--- config.mk ---
export PLATFORM = sky130hd
export DESIGN_NAME = midi_track_event_parser_flat
export DESIGN_NICKNAME = d
export VERILOG_FILES = /design/src/mtp_pkg.sv /design/src/mtp_if.sv /design/src/midi_track_event_parser.sv /design/src/mtp_front.sv /design/src/mtp_queue.sv /design/src/mtp_back.sv /design/src/flat_wrapper.sv
export SDC_FILE = /design/constraint.sdc
export NUM_CORES = 1
export LEC_CHECK = 0
export ABC_AREA = 1
export ABC_CLOCK_PERIOD_IN_PS = 4300
export BUFFER_PORTS_ARGS = -buffer_cell sky130_fd_sc_hd__buf_4
export CAP_MARGIN = 30
export CORE_UTILIZATION = 56
export DETAILED_ROUTE_END_ITERATION = 10
export PLACE_DENSITY = 0.87
export SYNTH_ARGS = -nofsm -noshare
export SYNTH_HDL_FRONTEND = slang
export SYNTH_SLANG_ARGS = --single-unit
--- constraint.sdc ---
create_clock -name clock -period 4.3 [get_ports clock]
set_input_delay 0.43 -clock clock [delete_from_list [all_inputs] [get_ports clock]]
set_output_delay 0.43 -clock clock [all_outputs]
set_load 0.05 [all_outputs]
--- src/mtp_pkg.sv ---
// Shared types and constants for the MIDI track event parser.
package mtp_pkg;

   localparam int QUEUE_DEPTH = 4;

   localparam logic [7:0] STATUS_META    = 8'hFF;
   localparam logic [7:0] STATUS_SYSEX   = 8'hF0;
   localparam logic [7:0] STATUS_ESCAPE  = 8'hF7;
   localparam logic [7:0] META_END       = 8'h2F;
   localparam logic [7:0] META_TEMPO     = 8'h51;
   localparam logic [7:0] CC_VOLUME      = 8'd7;
   localparam logic [7:0] CC_PAN         = 8'd10;
   localparam logic [7:0] CC_SOUND_OFF   = 8'd120;
   localparam logic [7:0] CC_NOTES_OFF   = 8'd123;
   localparam logic [31:0] TEMPO_LEN     = 32'd3;

   localparam logic [3:0] HI_NOTE_OFF  = 4'h8;
   localparam logic [3:0] HI_NOTE_ON   = 4'h9;
   localparam logic [3:0] HI_CONTROL   = 4'hB;
   localparam logic [3:0] HI_PROGRAM   = 4'hC;
   localparam logic [3:0] HI_PRESSURE  = 4'hD;
   localparam logic [3:0] HI_PITCH     = 4'hE;

   typedef enum logic [2:0] {
      KIND_NOTE_OFF  = 3'd0,
      KIND_NOTE_ON   = 3'd1,
      KIND_VOLUME    = 3'd2,
      KIND_PAN       = 3'd3,
      KIND_ALL_OFF   = 3'd4,
      KIND_PROGRAM   = 3'd5,
      KIND_TEMPO     = 3'd6,
      KIND_TRACK_END = 3'd7
   } kind_type;

   typedef enum logic [6:0] {
      PH_DELTA  = 7'b0000001,
      PH_STATUS = 7'b0000010,
      PH_DATA1  = 7'b0000100,
      PH_DATA2  = 7'b0001000,
      PH_LEN    = 7'b0010000,
      PH_BODY   = 7'b0100000,
      PH_TEMPO  = 7'b1000000
   } phase_type;

   typedef enum logic [1:0] {
      CTL_OTHER   = 2'd0,
      CTL_VOLUME  = 2'd1,
      CTL_PAN     = 2'd2,
      CTL_ALL_OFF = 2'd3
   } ctl_class_type;

   typedef enum logic [1:0] {
      META_OTHER     = 2'd0,
      META_IS_END    = 2'd1,
      META_IS_TEMPO  = 2'd2
   } meta_class_type;

   typedef struct packed {
      logic [7:0]     track_byte;
      logic           track_restart;
      logic           last_byte;
      ctl_class_type  ctl_class;
      meta_class_type meta_class;
   } item_type;

endpackage

--- src/mtp_if.sv ---
// Request and response channel interfaces of the MIDI track event parser.
interface mtp_req_if;
   logic       valid;
   logic       ready;
   logic [7:0] track_byte;
   logic       track_restart;
   logic       last_byte;

   modport source (output valid, output track_byte, output track_restart,
                   output last_byte, input ready);
   modport sink (input valid, input track_byte, input track_restart,
                 input last_byte, output ready);
endinterface

interface mtp_rsp_if;
   logic              valid;
   logic              ready;
   mtp_pkg::kind_type event_kind;
   logic [3:0]        channel;
   logic [7:0]        note_number;
   logic [7:0]        event_value;
   logic [23:0]       tempo_us;
   logic [31:0]       event_tick;
   logic              track_done;

   modport source (output valid, output event_kind, output channel,
                   output note_number, output event_value, output tempo_us,
                   output event_tick, output track_done, input ready);
   modport sink (input valid, input event_kind, input channel,
                 input note_number, input event_value, input tempo_us,
                 input event_tick, input track_done, output ready);
endinterface

--- src/midi_track_event_parser.sv ---
// Top level of the MIDI track event parser.
//
//   channel   dir   handshake       payload
//   req_chan  in    valid / ready   track_byte, track_restart, last_byte
//   rsp_chan  out   valid / ready   event_kind, channel, note_number, event_value,
//                                   tempo_us, event_tick, track_done
//
// One byte per cycle sustained while rsp_chan is not stalled; the parser handles one queued byte per cycle.
// After its byte is accepted, a result passes through two registers: the queue, then the output register.
// reset is synchronous: it empties the queue, clears the parse state and the output valid.
// A stalled response holds the parser; the byte queue (QueueDepth entries) keeps
// req_chan ready until it fills.
module midi_track_event_parser #(
   parameter int QueueDepth = mtp_pkg::QUEUE_DEPTH
) (
   input  logic      clock,
   input  logic      reset,
   mtp_req_if.sink   req_chan,
   mtp_rsp_if.source rsp_chan
);
   import mtp_pkg::*;

   logic     push;
   logic     pop;
   logic     queue_full;
   logic     queue_empty;
   item_type push_item;
   item_type head_item;

   mtp_front u_front (
      .req_chan   (req_chan),
      .queue_full (queue_full),
      .push       (push),
      .push_item  (push_item)
   );

   mtp_queue #(
      .Depth (QueueDepth)
   ) u_queue (
      .clock     (clock),
      .reset     (reset),
      .push      (push),
      .push_item (push_item),
      .pop       (pop),
      .head_item (head_item),
      .full      (queue_full),
      .empty     (queue_empty)
   );

   mtp_back u_back (
      .clock       (clock),
      .reset       (reset),
      .head_item   (head_item),
      .queue_empty (queue_empty),
      .pop         (pop),
      .rsp_chan    (rsp_chan)
   );

endmodule

--- src/mtp_front.sv ---
// Front end: accepts track bytes and tags controller and meta classes.
module mtp_front (
   mtp_req_if.sink           req_chan,
   input  logic              queue_full,
   output logic              push,
   output mtp_pkg::item_type push_item
);
   import mtp_pkg::*;

   ctl_class_type  ctl_class;
   meta_class_type meta_class;

   always_comb begin
      case (req_chan.track_byte)
         CC_VOLUME:                  ctl_class = CTL_VOLUME;
         CC_PAN:                     ctl_class = CTL_PAN;
         CC_SOUND_OFF, CC_NOTES_OFF: ctl_class = CTL_ALL_OFF;
         default:                    ctl_class = CTL_OTHER;
      endcase
   end

   always_comb begin
      case (req_chan.track_byte)
         META_END:   meta_class = META_IS_END;
         META_TEMPO: meta_class = META_IS_TEMPO;
         default:    meta_class = META_OTHER;
      endcase
   end

   assign req_chan.ready = !queue_full;
   assign push           = req_chan.valid && !queue_full;

   assign push_item.track_byte    = req_chan.track_byte;
   assign push_item.track_restart = req_chan.track_restart;
   assign push_item.last_byte     = req_chan.last_byte;
   assign push_item.ctl_class     = ctl_class;
   assign push_item.meta_class    = meta_class;

endmodule

--- src/mtp_queue.sv ---
// Small flop FIFO between the front end and the parser.
module mtp_queue #(
   parameter int Depth = mtp_pkg::QUEUE_DEPTH
) (
   input  logic              clock,
   input  logic              reset,
   input  logic              push,
   input  mtp_pkg::item_type push_item,
   input  logic              pop,
   output mtp_pkg::item_type head_item,
   output logic              full,
   output logic              empty
);
   import mtp_pkg::*;

   localparam int PtrWidth = $clog2(Depth);
   localparam int CntWidth = $clog2(Depth + 1);

   item_type              entry_ff [Depth];
   logic [PtrWidth-1:0]   wr_ptr_ff, wr_ptr_in;
   logic [PtrWidth-1:0]   rd_ptr_ff, rd_ptr_in;
   logic [CntWidth-1:0]   count_ff, count_in;

   assign full      = (count_ff == CntWidth'(Depth));
   assign empty     = (count_ff == '0);
   assign head_item = entry_ff[rd_ptr_ff];

   always_comb begin
      wr_ptr_in = wr_ptr_ff;
      rd_ptr_in = rd_ptr_ff;
      count_in  = count_ff;
      if (push) begin
         wr_ptr_in = (wr_ptr_ff == PtrWidth'(Depth - 1)) ? '0 : wr_ptr_ff + 1'b1;
      end
      if (pop) begin
         rd_ptr_in = (rd_ptr_ff == PtrWidth'(Depth - 1)) ? '0 : rd_ptr_ff + 1'b1;
      end
      if (push && !pop) begin
         count_in = count_ff + 1'b1;
      end else if (pop && !push) begin
         count_in = count_ff - 1'b1;
      end
   end

   always_ff @(posedge clock) begin
      if (reset) begin
         wr_ptr_ff <= '0;
         rd_ptr_ff <= '0;
         count_ff  <= '0;
      end else begin
         wr_ptr_ff <= wr_ptr_in;
         rd_ptr_ff <= rd_ptr_in;
         count_ff  <= count_in;
      end
   end

   always_ff @(posedge clock) begin
      if (push) begin
         entry_ff[wr_ptr_ff] <= push_item;
      end
   end

endmodule

--- src/mtp_back.sv ---
// Back end: parse state machine, tick counter and response register.
module mtp_back (
   input  logic              clock,
   input  logic              reset,
   input  mtp_pkg::item_type head_item,
   input  logic              queue_empty,
   output logic              pop,
   mtp_rsp_if.source         rsp_chan
);
   import mtp_pkg::*;

   phase_type      phase_ff, phase_in, phase_cur;
   logic [7:0]     status_ff, status_in, status_cur;
   logic [31:0]    tick_ff, tick_in, tick_cur;
   logic [31:0]    lacc_ff, lacc_in, lacc_cur;
   logic [31:0]    remain_ff, remain_in, remain_cur;
   meta_class_type meta_ff, meta_in, meta_cur;
   logic [7:0]     first_ff, first_in, first_cur;
   ctl_class_type  first_cls_ff, first_cls_in, first_cls_cur;
   logic [23:0]    tempo_ff, tempo_in, tempo_cur;
   logic [1:0]     index_ff, index_in, index_cur;
   logic           fin_ff, fin_in, fin_cur;

   logic           out_valid_ff, out_valid_in;
   kind_type       kind_ff, kind_in;
   logic [3:0]     chan_ff, chan_in;
   logic [7:0]     note_ff, note_in;
   logic [7:0]     value_ff, value_in;
   logic [23:0]    tempo_us_ff, tempo_us_in;
   logic [31:0]    out_tick_ff;
   logic           done_ff, done_in;
   logic           have;

   logic [7:0]     b;
   logic [3:0]     hi;
   logic [31:0]    acc_base;
   logic [31:0]    vlq;
   logic [31:0]    remain_dec;
   logic [23:0]    tempo_shift;
   logic [1:0]     index_inc;
   logic           do_first, do_delta, do_len, do_finish;
   logic [7:0]     d1, d2;
   ctl_class_type  d1_cls;
   logic           can_step, step;

   assign b = head_item.track_byte;

   // a restart byte sees the reset state
   assign phase_cur     = head_item.track_restart ? PH_DELTA   : phase_ff;
   assign status_cur    = head_item.track_restart ? 8'd0       : status_ff;
   assign tick_cur      = head_item.track_restart ? 32'd0      : tick_ff;
   assign lacc_cur      = head_item.track_restart ? 32'd0      : lacc_ff;
   assign remain_cur    = head_item.track_restart ? 32'd0      : remain_ff;
   assign meta_cur      = head_item.track_restart ? META_OTHER : meta_ff;
   assign first_cur     = head_item.track_restart ? 8'd0       : first_ff;
   assign first_cls_cur = head_item.track_restart ? CTL_OTHER  : first_cls_ff;
   assign tempo_cur     = head_item.track_restart ? 24'd0      : tempo_ff;
   assign index_cur     = head_item.track_restart ? 2'd0       : index_ff;
   assign fin_cur       = head_item.track_restart ? 1'b0       : fin_ff;

   assign hi          = status_cur[7:4];
   // a quantity that starts from a data byte in the status phases starts empty
   assign acc_base    = (phase_cur == PH_STATUS || phase_cur == PH_DATA1) ? 32'd0 : lacc_cur;
   assign vlq         = {acc_base[24:0], b[6:0]};
   assign remain_dec  = remain_cur - 32'd1;
   assign tempo_shift = {tempo_cur[15:0], b};
   assign index_inc   = index_cur + 2'd1;

   always_comb begin
      phase_in     = phase_cur;
      status_in    = status_cur;
      tick_in      = tick_cur;
      lacc_in      = lacc_cur;
      remain_in    = remain_cur;
      meta_in      = meta_cur;
      first_in     = first_cur;
      first_cls_in = first_cls_cur;
      tempo_in     = tempo_cur;
      index_in     = index_cur;
      fin_in       = fin_cur;
      have         = 1'b0;
      kind_in      = KIND_NOTE_OFF;
      chan_in      = 4'd0;
      note_in      = 8'd0;
      value_in     = 8'd0;
      tempo_us_in  = 24'd0;
      done_in      = 1'b0;
      do_first     = 1'b0;
      do_delta     = 1'b0;
      do_len       = 1'b0;
      do_finish    = 1'b0;
      d1           = 8'd0;
      d2           = 8'd0;
      d1_cls       = CTL_OTHER;

      if (!fin_cur) begin
         case (phase_cur)
            PH_DELTA: do_delta = 1'b1;
            PH_STATUS: begin
               if (b[7]) begin
                  status_in = b;
                  phase_in  = PH_DATA1;
               end else begin
                  do_first = 1'b1;
               end
            end
            PH_DATA1: do_first = 1'b1;
            PH_DATA2: begin
               do_finish = 1'b1;
               d1        = first_cur;
               d1_cls    = first_cls_cur;
               d2        = b;
            end
            PH_LEN: do_len = 1'b1;
            PH_BODY: begin
               remain_in = remain_dec;
               if (remain_dec == 32'd0) begin
                  phase_in = PH_DELTA;
               end
            end
            PH_TEMPO: begin
               tempo_in = tempo_shift;
               index_in = index_inc;
               if (index_inc == 2'd3) begin
                  index_in = 2'd0;
                  phase_in = PH_DELTA;
                  if (tempo_shift != 24'd0) begin
                     have        = 1'b1;
                     kind_in     = KIND_TEMPO;
                     tempo_us_in = tempo_shift;
                  end
               end
            end
            default: do_delta = 1'b1;
         endcase

         if (do_first) begin
            if (hi inside {[HI_NOTE_OFF:HI_PITCH]}) begin
               if (hi == HI_PROGRAM || hi == HI_PRESSURE) begin
                  do_finish = 1'b1;
                  d1        = b;
                  d1_cls    = head_item.ctl_class;
               end else begin
                  first_in     = b;
                  first_cls_in = head_item.ctl_class;
                  phase_in     = PH_DATA2;
               end
            end else if (status_cur == STATUS_META) begin
               meta_in  = head_item.meta_class;
               lacc_in  = 32'd0;
               phase_in = PH_LEN;
            end else if (status_cur == STATUS_SYSEX || status_cur == STATUS_ESCAPE) begin
               do_len = 1'b1;
            end else begin
               do_delta = 1'b1;
            end
         end

         if (do_delta) begin
            phase_in = PH_DELTA;
            lacc_in  = vlq;
            if (!b[7]) begin
               tick_in  = tick_cur + vlq;
               lacc_in  = 32'd0;
               phase_in = PH_STATUS;
            end
         end

         if (do_len) begin
            phase_in = PH_LEN;
            lacc_in  = vlq;
            if (!b[7]) begin
               lacc_in  = 32'd0;
               phase_in = PH_DELTA;
               if (status_cur == STATUS_META && meta_cur == META_IS_END) begin
                  have    = 1'b1;
                  kind_in = KIND_TRACK_END;
                  fin_in  = 1'b1;
               end else if (status_cur == STATUS_META && meta_cur == META_IS_TEMPO &&
                            vlq == TEMPO_LEN) begin
                  tempo_in = 24'd0;
                  index_in = 2'd0;
                  phase_in = PH_TEMPO;
               end else begin
                  remain_in = vlq;
                  if (vlq != 32'd0) begin
                     phase_in = PH_BODY;
                  end
               end
            end
         end

         if (do_finish) begin
            phase_in = PH_DELTA;
            chan_in  = status_cur[3:0];
            case (hi)
               HI_NOTE_OFF: begin
                  have     = 1'b1;
                  kind_in  = KIND_NOTE_OFF;
                  note_in  = d1;
                  value_in = d2;
               end
               HI_NOTE_ON: begin
                  have     = 1'b1;
                  kind_in  = KIND_NOTE_ON;
                  note_in  = d1;
                  value_in = d2;
               end
               HI_CONTROL: begin
                  case (d1_cls)
                     CTL_VOLUME: begin
                        have     = 1'b1;
                        kind_in  = KIND_VOLUME;
                        value_in = d2;
                     end
                     CTL_PAN: begin
                        have     = 1'b1;
                        kind_in  = KIND_PAN;
                        value_in = d2;
                     end
                     CTL_ALL_OFF: begin
                        have    = 1'b1;
                        kind_in = KIND_ALL_OFF;
                     end
                     default: have = 1'b0;
                  endcase
               end
               HI_PROGRAM: begin
                  have    = 1'b1;
                  kind_in = KIND_PROGRAM;
                  note_in = d1;
               end
               default: have = 1'b0;
            endcase
         end

         done_in = fin_in;
         if (head_item.last_byte && !fin_in) begin
            fin_in  = 1'b1;
            done_in = 1'b1;
            if (!have) begin
               have        = 1'b1;
               kind_in     = KIND_TRACK_END;
               chan_in     = 4'd0;
               note_in     = 8'd0;
               value_in    = 8'd0;
               tempo_us_in = 24'd0;
            end
         end
      end
   end

   assign can_step     = !out_valid_ff || rsp_chan.ready;
   assign step         = can_step && !queue_empty;
   assign pop          = step;
   assign out_valid_in = can_step ? (step && have) : out_valid_ff;

   always_ff @(posedge clock) begin
      if (reset) begin
         phase_ff     <= PH_DELTA;
         status_ff    <= 8'd0;
         tick_ff      <= 32'd0;
         lacc_ff      <= 32'd0;
         remain_ff    <= 32'd0;
         meta_ff      <= META_OTHER;
         first_ff     <= 8'd0;
         first_cls_ff <= CTL_OTHER;
         tempo_ff     <= 24'd0;
         index_ff     <= 2'd0;
         fin_ff       <= 1'b0;
         out_valid_ff <= 1'b0;
      end else begin
         out_valid_ff <= out_valid_in;
         if (step) begin
            phase_ff     <= phase_in;
            status_ff    <= status_in;
            tick_ff      <= tick_in;
            lacc_ff      <= lacc_in;
            remain_ff    <= remain_in;
            meta_ff      <= meta_in;
            first_ff     <= first_in;
            first_cls_ff <= first_cls_in;
            tempo_ff     <= tempo_in;
            index_ff     <= index_in;
            fin_ff       <= fin_in;
         end
      end
   end

   always_ff @(posedge clock) begin
      if (step && have) begin
         kind_ff     <= kind_in;
         chan_ff     <= chan_in;
         note_ff     <= note_in;
         value_ff    <= value_in;
         tempo_us_ff <= tempo_us_in;
         out_tick_ff <= tick_in;
         done_ff     <= done_in;
      end
   end

   assign rsp_chan.valid       = out_valid_ff;
   assign rsp_chan.event_kind  = kind_ff;
   assign rsp_chan.channel     = chan_ff;
   assign rsp_chan.note_number = note_ff;
   assign rsp_chan.event_value = value_ff;
   assign rsp_chan.tempo_us    = tempo_us_ff;
   assign rsp_chan.event_tick  = out_tick_ff;
   assign rsp_chan.track_done  = done_ff;

endmodule

--- src/flat_wrapper.sv ---
// flat-port wrapper written by rule: the top's interface ports become plain ports
module midi_track_event_parser_flat import mtp_pkg::*;
#(
   parameter int QueueDepth = mtp_pkg::QUEUE_DEPTH
)
  (clock, reset, req_chan_valid, req_chan_track_byte, req_chan_track_restart, req_chan_last_byte, req_chan_ready, rsp_chan_valid, rsp_chan_event_kind, rsp_chan_channel, rsp_chan_note_number, rsp_chan_event_value, rsp_chan_tempo_us, rsp_chan_event_tick, rsp_chan_track_done, rsp_chan_ready);
  mtp_req_if req_chan_i ();
  mtp_rsp_if rsp_chan_i ();
  input  logic clock;
  input  logic reset;
  input wire logic [$bits(req_chan_i.valid)-1:0] req_chan_valid;
  input wire logic [$bits(req_chan_i.track_byte)-1:0] req_chan_track_byte;
  input wire logic [$bits(req_chan_i.track_restart)-1:0] req_chan_track_restart;
  input wire logic [$bits(req_chan_i.last_byte)-1:0] req_chan_last_byte;
  output wire logic [$bits(req_chan_i.ready)-1:0] req_chan_ready;
  output wire logic [$bits(rsp_chan_i.valid)-1:0] rsp_chan_valid;
  output wire logic [$bits(rsp_chan_i.event_kind)-1:0] rsp_chan_event_kind;
  output wire logic [$bits(rsp_chan_i.channel)-1:0] rsp_chan_channel;
  output wire logic [$bits(rsp_chan_i.note_number)-1:0] rsp_chan_note_number;
  output wire logic [$bits(rsp_chan_i.event_value)-1:0] rsp_chan_event_value;
  output wire logic [$bits(rsp_chan_i.tempo_us)-1:0] rsp_chan_tempo_us;
  output wire logic [$bits(rsp_chan_i.event_tick)-1:0] rsp_chan_event_tick;
  output wire logic [$bits(rsp_chan_i.track_done)-1:0] rsp_chan_track_done;
  input wire logic [$bits(rsp_chan_i.ready)-1:0] rsp_chan_ready;
  assign req_chan_i.valid = req_chan_valid;
  assign req_chan_i.track_byte = req_chan_track_byte;
  assign req_chan_i.track_restart = req_chan_track_restart;
  assign req_chan_i.last_byte = req_chan_last_byte;
  assign req_chan_ready = req_chan_i.ready;
  assign rsp_chan_valid = rsp_chan_i.valid;
  assign rsp_chan_event_kind = rsp_chan_i.event_kind;
  assign rsp_chan_channel = rsp_chan_i.channel;
  assign rsp_chan_note_number = rsp_chan_i.note_number;
  assign rsp_chan_event_value = rsp_chan_i.event_value;
  assign rsp_chan_tempo_us = rsp_chan_i.tempo_us;
  assign rsp_chan_event_tick = rsp_chan_i.event_tick;
  assign rsp_chan_track_done = rsp_chan_i.track_done;
  assign rsp_chan_i.ready = rsp_chan_ready;
  midi_track_event_parser #(.QueueDepth(QueueDepth)) u_core (.clock(clock), .reset(reset), .req_chan(req_chan_i), .rsp_chan(rsp_chan_i));
endmodule
# Word-level counts from Yosys, hierarchy flattened
# Memories as Yosys holds them, arrays and structs flattened. A register that Yosys moved wholly into a read port is not among the register bits.
# Index checks and enable logic that the tools add are counted.
[totals]
inputBits = 14
ramBits = 56
ff_bits = 238
mem_count = 1
wordCells = 252
out_inout_bits = 82
[op_classes]
n_addsub = 7
eq_ne = 30
reduce_logical = 31
order_cmp = 2
muxes = 159
[memory_table]
columns = ["memory", "depth", "width", "read_ports", "rd_ports_with_merged_regs", "wr", "line", "source"]
rows = [
  ["u_core.u_queue.entry_ff", 4, 14, 1, 1, 1, "mtp_queue.sv:19", "item_type entry_ff [Depth];"],
]
[op_table]
columns = ["cell", "n"]
rows = [
  ["2-to-1 mux 32 bit", 19],
  ["2-to-1 mux 24 bit", 12],
  ["2-to-1 mux 8 bit", 22],
  ["2-to-1 mux 7 bit", 15],
  ["2-to-1 mux 2 bit", 28],
  ["2-to-1 mux 1 bit", 39],
  ["2-to-1 mux 3 bit", 11],
  ["adder 32 bit", 1],
  ["equality test 32 x 2 -> 1 bit (second input constant)", 1],
  ["logical NOT 32 bit", 1],
  ["nonzero test 32 bit", 1],
  ["subtractor 32 x 1 -> 32 bit (second input constant)", 1],
  ["2-to-1 mux 25 bit", 1],
  ["equality test 8 x 7 -> 1 bit (second input constant)", 3],
  ["equality test 8 bit (second input constant)", 3],
  ["nonzero test 24 bit", 1],
  ["case mux 7 bit (3 select lines)", 1],
  ["equality test 4 bit (second input constant)", 5],
  ["case mux 8 bit (2 select lines)", 1],
  ["equality test 2 bit (second input constant)", 6],
  ["2-to-1 mux 4 bit", 3],
  ["case mux 3 bit (4 select lines)", 1],
  ["logical AND 1 bit", 10],
  ["case mux 3 bit (3 select lines)", 1],
  ["other kinds (27)", 42],
]

# Depth between registers and ports, before layout
# Gate-level depths: netlist (run 1).
[depth]
depth_word = 16
mapped_depth = 27
ltp_nobuf = 26

# By module
# From an unflattened synthesis (run 1), not the netlist that was laid out.
[unflattened]
cells_unflattened = 2374
area_unflattened_um2 = 17045.1
[modules_own_cells]
columns = ["mod", "n_inst", "seq_area_each_um2", "cells_each", "area_each_um2"]
rows = [
  ["mtp_back", 1, 5124.9, 2136, 14279.9],
  ["mtp_queue", 1, 1861.8, 194, 2549.9],
  ["mtp_front", 1, 0.0, 44, 215.2],
]

# Worst setup path before layout (run 1)
# No wires, ideal clock.
[synth_path]
path_type = "flip-flop to flip-flop"
from = "reg (tool-made name)"
to = "reg u_core.u_back.chan_ff[0], in the netlist u_core.u_back.rsp_chan.channel[0], enable pin"
arrival_ns = 4.220
synth_period_minus_slack_ns = 4.654
n_path_buf = 5
required_ns = 3.865
stages_incl_launch_ff = 19
setup_time_ns = 0.435
setup_slack_ns = -0.354
cell_sequence = "dfxtp_1 inv_2 nand2_1 nand3_1 nand2_4 buf_4 buf_2 buf_2 buf_2 buf_1 nand2_1 o21ai_0 nand2_1 ha_1 o21ai_0 a21oi_1 o21ai_0 nand2_1 inv_1"
[synth_lines]
columns = ["item", "line", "source"]
rows = [
  ["end signal: assignment", "mtp_back.sv:293", "chan_ff <= chan_in;"],
  ["end: declaration", "mtp_back.sv:26", "logic [3:0] chan_ff, chan_in;"],
]

==> impl_metrics.py, run 1 <==
metrics = {
    "worst_setup_path": {
        "start_kind": "register",
        "r2r_end": "u_core.u_back.rsp_chan.event_tick[30]",
        "endpoint_kind": "register",
        "cp.arrival_ps": 4400,
        "r2r_slack_ps": 210,
        "path_class": "reg -> reg",
        "reg2reg_depth": 21,
        "crit_required_ps": 4610,
        "critPathMaxFanout": 21,
    },
    "cts": {
        "cts_buffer_depth": 3,
        "clock_latency_ps": 580,
        "cts.clk_slew.worst_paths_ps": 60,
        "numCtsBuffers": 30,
        "cts_root_buffer": "clkbuf_16",
        "cts_max_level": 1,
        "cts_sinks": 281,
        "post_cts_buffers": 0,
        "tritoncts": "done",
    },
    "power_and_ir_drop": {
        "power.total_uw": 15400,
        "vdd_drop_max_v": 0.000578,
        "seqPwrFrac_pct": 27.5,
        "leakage_uw": 0.00793,
        "combPwrFrac_pct": 55.0,
        "netSwitchingPower_uw": 7780,
        "power_frac_clock_pct": 17.5,
        "power_density_nw_per_um2": 821,
        "netSwitchingFraction_pct": 50.6,
        "p_int_uw": 7610,
    },
    "drt": {
        "drt-vias-per-instance": 6.09,
        "ant_nets": 0,
        "first_pass_iters": 6,
        "drt-initial-drc-count": 2128,
        "wl_um": 52300,
        "drt_drc_violations_left": 0,
        "vias": 16700,
        "avgRoutedWirePerCell_um": 19.0,
    },
    "cells_and_area": {
        "drive_above_1_share_pct": 10.5,
        "final_nets": 2400,
        "antenna_cells": 0,
        "syn2layout_area_growth_pct": 13.3,
        "final_cells": 2751,
        "fillers": 2525,
    },
    "logic_synthesis": {
        "synth_top_area_share_pct": 24.7,
        "syn-instance-count": 2274,
        "synth_flop_cell": "dfxtp_1",
        "synthesis.nets": 2330,
        "synthAdderAreaFrac_pct": 3.27,
        "synth-edff-count": 136,
        "synth_common_cells": "nand2_1, inv_1, nor2_1",
        "synthTopCellsByArea": "edfxtp_1, dfxtp_1, nand2_1, o21ai_0, inv_1",
        "synth_area_um2": 16600,
        "yosysMostFrequentCell": "nand2_1",
        "synth_xor_area_share_pct": 1.11,
        "synthMuxAreaShare_pct": 0.0680,
        "synth_top_area_cell": "edfxtp_1",
        "synth-async-reset-ratio_pct": 0,
        "synth_seq_area_share_pct": 42.2,
        "synth_cell_types": 56,
        "yosysWarningCount": 0,
        "yosys.area_share.simple_pct": 25.1,
        "synth_seq_cells": 281,
        "synth_compound_area_share_pct": 19.0,
        "synth_top_family_by_area": "simple AND/OR/NAND/NOR gates",
        "syn_area_per_cell_um2": 7.28,
    },
    "timing": {
        "setup_viol": 0,
        "finalHoldViolations": 0,
        "period_share_pct": 95.1,
        "max-slew-margin-rel_pct": 33.6,
        "final-max-slew-violation-count": 0,
        "rsz0062_at_grt": "no",
        "clock.fmax_mhz": 245,
        "min_period_ps": 4090,
        "tightest_slew_ps": 995,
        "skew_ps": 16.9,
        "tns_ps": 0,
        "setup_ws_ps": 210,
    },
    "flow_run": {
        "cap_violations": 0,
    },
    "floorplanning": {
        "dieArea_um2": 30300,
        "die_w_um": 174,
        "die_h_um": 174,
        "num_rows": 62,
        "ios": 96,
        "core_um2": 28900,
        "start_util_pct": 57.4,
    },
    "global_routing": {
        "grt_pass1_vias": 15500,
        "grtUsageTotal_pct": 34.0,
        "antenna_found_initial": 0,
        "grt_max_degree": 67,
        "gr-total-overflow": 0,
        "grt_pass1_wl_um": 81600,
    },
    "min_path": {
        "min_path_cells": 1,
        "min_from": "req_chan_last_byte",
        "hold_end": "u_core.u_queue.entry_ff[3][4]",
        "min_path_type": "in -> reg",
    },
    "place": {
        "place_ws_ps": 249,
        "dp_hpwl_um": 36900,
        "portBuffers": 95,
        "dp.cells": 2696,
        "gp_congestion": 1.04,
    },
    "status": {
        "status": "finished clean",
    },
}
[worst max path at each step]
stage / start / endpoint / slack (ps) / cells after the start
CTS: register / u_core.u_back.rsp_chan.event_tick[30] / 220 / 19
global route: register / u_core.u_back.rsp_chan.event_tick[29] / 10 / 24
global placement: register / u_core.u_back.rsp_chan.event_tick[28] / 400 / 22
detailed placement: register / u_core.u_back.rsp_chan.event_tick[26] / 250 / 20
floorplan: register / u_core.u_back.rsp_chan.channel[0] / 200 / 17
finish: register / u_core.u_back.rsp_chan.event_tick[30] / 210 / 21
[kinds of logic after synthesis]
group                      Yosys count
muxes                                1
and+or+nand+nor                    984
DFF                                281
adders and majority gates           42
AOI/OAI and AO/OA                  556
buffers and inverters              389
xor gates and xnor gates            21
[power by group through the flow]
stage                     Combinational [uW]  Clock [uW]  Sequential [uW]
after floorplan                         4510           0             5410
after CTS                               8260        2710             4220
after global routing                    9090        2810             4300
after global placement                  8080           0             4230
after detailed placement                8220           0             4250
final                                   8460        2700             4230
[flip-flops by register name, summed over array words and instances, names as in the netlist, 2 cells and up, named ones only]
register and count:
u_core.u_back.rsp_chan.note_number 8, u_core.u_queue.entry_ff 56, u_core.u_queue.count_ff 3, u_core.u_back.meta_ff 2, u_core.u_back.first_cls_ff 2, u_core.u_back.first_ff 8, u_core.u_back.rsp_chan.tempo_us 24, u_core.u_back.rsp_chan.event_kind 3
u_core.u_back.phase_ff 7, u_core.u_queue.rd_ptr_ff 2, u_core.u_back.status_ff 8, u_core.u_back.rsp_chan.event_value 8, u_core.u_back.tick_ff 32, u_core.u_back.remain_ff 32, u_core.u_back.rsp_chan.event_tick 32, u_core.u_back.tempo_ff 16
u_core.u_back.index_ff 2, u_core.u_back.rsp_chan.channel 4, u_core.u_back.lacc_ff 25, u_core.u_queue.wr_ptr_ff 2
[layout by cell type (no fill, tap or decap), types with 40 or more instances in the layout]
cell type | netlist | routed
nand2_1 | 506 | 506
inv_1 | 261 | 260
nor2_1 | 228 | 225
o21ai_0 | 203 | 203
a21oi_1 | 193 | 193
buf_4 | 6 | 152
dfxtp_1 | 145 | 144
edfxtp_1 | 136 | 136
nand3_1 | 130 | 130
o211ai_1 | 49 | 49
nor3_1 | 41 | 41
nand4_1 | 41 | 41
ha_1 | 40 | 40
[per-layer routing]
metal  share of wire (%)  GRT usage (%)
met5                   0              0
met3                  10           4.81
met1                  40           45.2
met2                  45           54.0
met4                 5.3           17.4
[layout make-up]
| type | instances | area, um^2 | area share, % |
|---|---|---|---|
| Clock buffer | 34 | 797 | 4.25 |
| Clock inverter | 21 | 219 | 1.17 |
| Inverter | 273 | 1030 | 5.48 |
| Multi-Input combinational cell | 1604 | 8090 | 43.1 |
| Sequential cell | 281 | 6990 | 37.2 |
| Tap cell | 384 | 480 | 2.56 |
| Timing Repair Buffer | 154 | 1160 | 6.20 |
[per-stage QoR]
step	area (um^2)	hold WS, ps	utilization [%]
6_report	18800	63.0	65.0
5_1_grt	18800	56.2	65.0
4_1_cts	18700	47.4	64.9
3_5_place_dp	17700	455	61.4
3_3_place_gp	17700	450	61.4
2_1_floorplan	16600	440	-
[critical path: stages, from the launching register on]
cell      delay [ps]
dfxtp_2          430
inv_2             60
nand2_1           60
nand3_1          100
nand2_4          180
nand2_4           90
nor2_4           110
nand3_1          140
nand2_2          160
buf_4            270
nor2_1           110
ha_1             380
nand2_1          150
nor4_2           390
nand4_1          150
nand3_1          160
nand2_1           70
o211ai_1         160
a21oi_1          130
xor2_1           160
a21boi_0         270
inv_1             70
[what timing repair did]
action                     4_1_cts  5_1_grt
hold buffers                     0        0
hold endpoints to repair         0        0
setup endpoints to repair        0      109
resized for setup                0        8
Power figures use the tool's default switching activity.
==> run 2, diff against run 1 <==
Settings changed: ABC_AREA 1 to default, CORE_UTILIZATION 56 to 55, PLACE_DENSITY 0.87 to 0.86.
==> run 2 against run 1 <==
Net effect: register-to-register slack lost 40 ps; clock power shrank 4%; via count shrank 27%; combinational power down 29%; sequential power fell by 8.5%; clock skew shrank 3.3 ps; cell count fell by 29%; largest cell class is now flip-flops and latches; highest routed layer unchanged.
==> impl_metrics.py, run 2 <==
metrics = {
    "cts": {
        "cts_max_level": 1,
        "cts_hold_buf": 0,
        "tritoncts": "done",
        "cts_root_buffer": "clkbuf_16",
        "cts_sinks": 281,
        "cts_buffer_depth": 3,
        "numCtsBuffers": 29,
        "cts.clk_slew.worst_paths_ps": 60,
        "clock_latency_ps": 560,
    },
    "flow_run": {
        "cap_violations": 0,
    },
    "worst_setup_path": {
        "path_class": "reg -> reg",
        "endpoint_kind": "register",
        "cp.arrival_ps": 4430,
        "critPathMaxFanout": 6,
        "crit_required_ps": 4600,
        "start_kind": "register",
    },
    "logic_synthesis": {
        "syn-instance-count": 1499,
        "yosysMostFrequentCell": "nor2_1",
        "synth_area_um2": 14200,
        "yosysWarningCount": 0,
        "synth_top_area_cell": "edfxtp_1",
        "synth_seq_area_share_pct": 49.2,
        "synthTopCellsByArea": "edfxtp_1, dfxtp_1, nor2_1, a21oi_1, ha_1",
        "synth_cell_types": 75,
        "synth_flop_cell": "dfxtp_1",
        "synth-edff-count": 136,
        "syn_area_per_cell_um2": 9.48,
        "synthesis.nets": 1555,
        "synth-async-reset-ratio_pct": 0,
        "synth_seq_cells": 281,
        "synth_common_cells": "nor2_1, dfxtp_1, edfxtp_1",
        "synth_top_area_share_pct": 28.7,
    },
    "place": {
        "portBuffers": 95,
        "dpl-instance-area_um2": 15500,
        "gp_congestion": 0.961,
        "dp_hpwl_um": 26300,
    },
    "timing": {
        "tightest_slew_ps": 967,
        "skew_ps": 13.6,
        "rsz0062_at_grt": "no",
        "hold-worst-slack_ps": 67.6,
        "finalHoldViolations": 0,
        "final-max-slew-violation-count": 0,
        "setup_viol": 0,
        "max-slew-margin-rel_pct": 35.5,
        "clock.fmax_mhz": 242,
        "period_share_pct": 96.1,
        "min_period_ps": 4130,
    },
    "floorplanning": {
        "die_w_um": 163,
        "die_h_um": 163,
        "core_um2": 25300,
        "ios": 96,
        "start_util_pct": 56.3,
        "num_rows": 58,
        "dieArea_um2": 26500,
    },
    "cells_and_area": {
        "antenna_cells": 0,
        "largest_register_ffs": 56,
        "final_cell_area_um2": 16600,
        "seq_area_um2": 6990,
        "final_nets": 1660,
        "mostFrequentLayoutCell": "nor2_1",
        "syn2layout_area_growth_pct": 16.7,
        "fillers": 1910,
        "largest_register": "u_core.u_queue.entry_ff",
        "multi_input_area_um2": 6730,
        "drive_above_1_share_pct": 16.2,
        "final_cell_mix": "nor2_1, buf_4, dfxtp_1",
    },
    "global_routing": {
        "grt_max_degree": 88,
        "grtUsageTotal_pct": 28.1,
        "grt_pass1_wl_um": 59000,
        "gr-total-overflow": 0,
        "antenna_found_initial": 0,
        "grt_pass1_vias": 11400,
    },
    "power_and_ir_drop": {
        "p_int_uw": 6950,
        "combPwrFrac_pct": 48.1,
        "vdd_drop_max_v": 0.000578,
        "seqPwrFrac_pct": 31.0,
        "power_density_nw_per_um2": 752,
        "leakage_uw": 0.00635,
        "netSwitchingPower_uw": 5520,
        "power_frac_clock_pct": 20.9,
        "netSwitchingFraction_pct": 44.3,
    },
    "drt": {
        "vias": 12300,
        "first_pass_iters": 8,
        "drt_drc_violations_left": 0,
        "wl_um": 37800,
        "ant_nets": 0,
        "avgRoutedWirePerCell_um": 19.3,
        "drt-initial-drc-count": 1439,
        "drt-vias-per-instance": 6.29,
    },
    "status": {
        "status": "finished clean",
    },
    "min_path": {
        "min_path_type": "in -> reg",
    },
}
[run 2: metrics by stage]
| step | utilization (%) | setup slack (ps) | TNS (ps) | cells | power, uW |
|---|---|---|---|---|---|
| finish | 65.7 | 166 | 0 | 1957 | 12500 |
| global route | 65.7 | 16.1 | 0 | 1957 | 13100 |
| CTS | 65.4 | 30.9 | 0 | 1952 | 12300 |
| detailed placement | 61.4 | -139 | -581 | 1898 | 9710 |
| global placement | 61.4 | 8.25 | 0 | 1898 | 9570 |
| floorplan | - | 10.8 | 0 | 1499 | 7870 |
[run 2: kinds of logic after synthesis]
family	after synthesis	share of synthesized area, %
simple gates	592	20.2
xor+xnor	45	2.77
buf+inv	134	3.86
fa+ha+maj	43	3.87
flops	281	49.2
mux	22	2.79
compound gates	382	17.3
[run 2: power groups by stage]
stage	sequential, uW	clock [uW]	combinational [uW]
3_3_place_gp	3880	0	5690
6_report	3870	2600	6000
5_1_grt	3920	2750	6380
3_5_place_dp	3910	0	5800
4_1_cts	3860	2640	5840
2_1_floorplan	4950	0	2920
[run 2: timing repair]
item	CTS	global route
resized for setup	1	7
pin swaps	0	4
setup buffers	0	4
gates cloned	0	1
endpoints found under the setup margin	7	10
[run 2: worst paths after layout]
path | cells after the start | slack [ps] | startpoint | end
setup reg to reg | 15 | 170 | u_core.u_queue.entry_ff[2][5] | u_core.u_back.rsp_chan.event_tick[25]
setup / recovery | 15 | 170 | u_core.u_queue.entry_ff[2][5] | u_core.u_back.rsp_chan.event_tick[25]
hold reg to reg | 2 | 460 | u_core.u_back.tick_ff[10] | u_core.u_back.tick_ff[10]
hold / removal | 1 | 70 | req_chan_last_byte | u_core.u_queue.entry_ff[2][4]
[run 2: per-layer routing]
| layer | up-vias | routed length [um] | global-route usage, % |
|---|---|---|---|
| met4 | 0 | 1100 | 10.4 |
| met5 | - | 0 | 0 |
| met3 | 97 | 3700 | 4.53 |
| met1 | 5868 | 15300 | 37.4 |
| met2 | 656 | 17700 | 46.0 |
| li1 | 5683 | - | - |
[run 2: worst max-delay path: stages (launching register included)]
cell and delay [ps]:
edfxtp_1 420, mux4_2 580, a31oi_4 310, buf_12 150
and2_1 170, ha_1 280, inv_1 110, o31a_1 190
a211oi_1 110, or4b_2 610, o211ai_1 310, buf_4 170
xor2_1 150, nor2_1 60, a21oi_1 160, a21oi_1 100
[run 2: final cells by class]
| type | instances | share of cell area (%) |
|---|---|---|
| Sequential cell | 281 | 42.1 |
| Multi-Input combinational cell | 1085 | 40.6 |
| Timing Repair Buffer | 169 | 7.88 |
| Clock buffer | 40 | 4.99 |
| Tap cell | 330 | 2.49 |
| Clock inverter | 14 | 1.04 |
| Inverter | 38 | 0.883 |
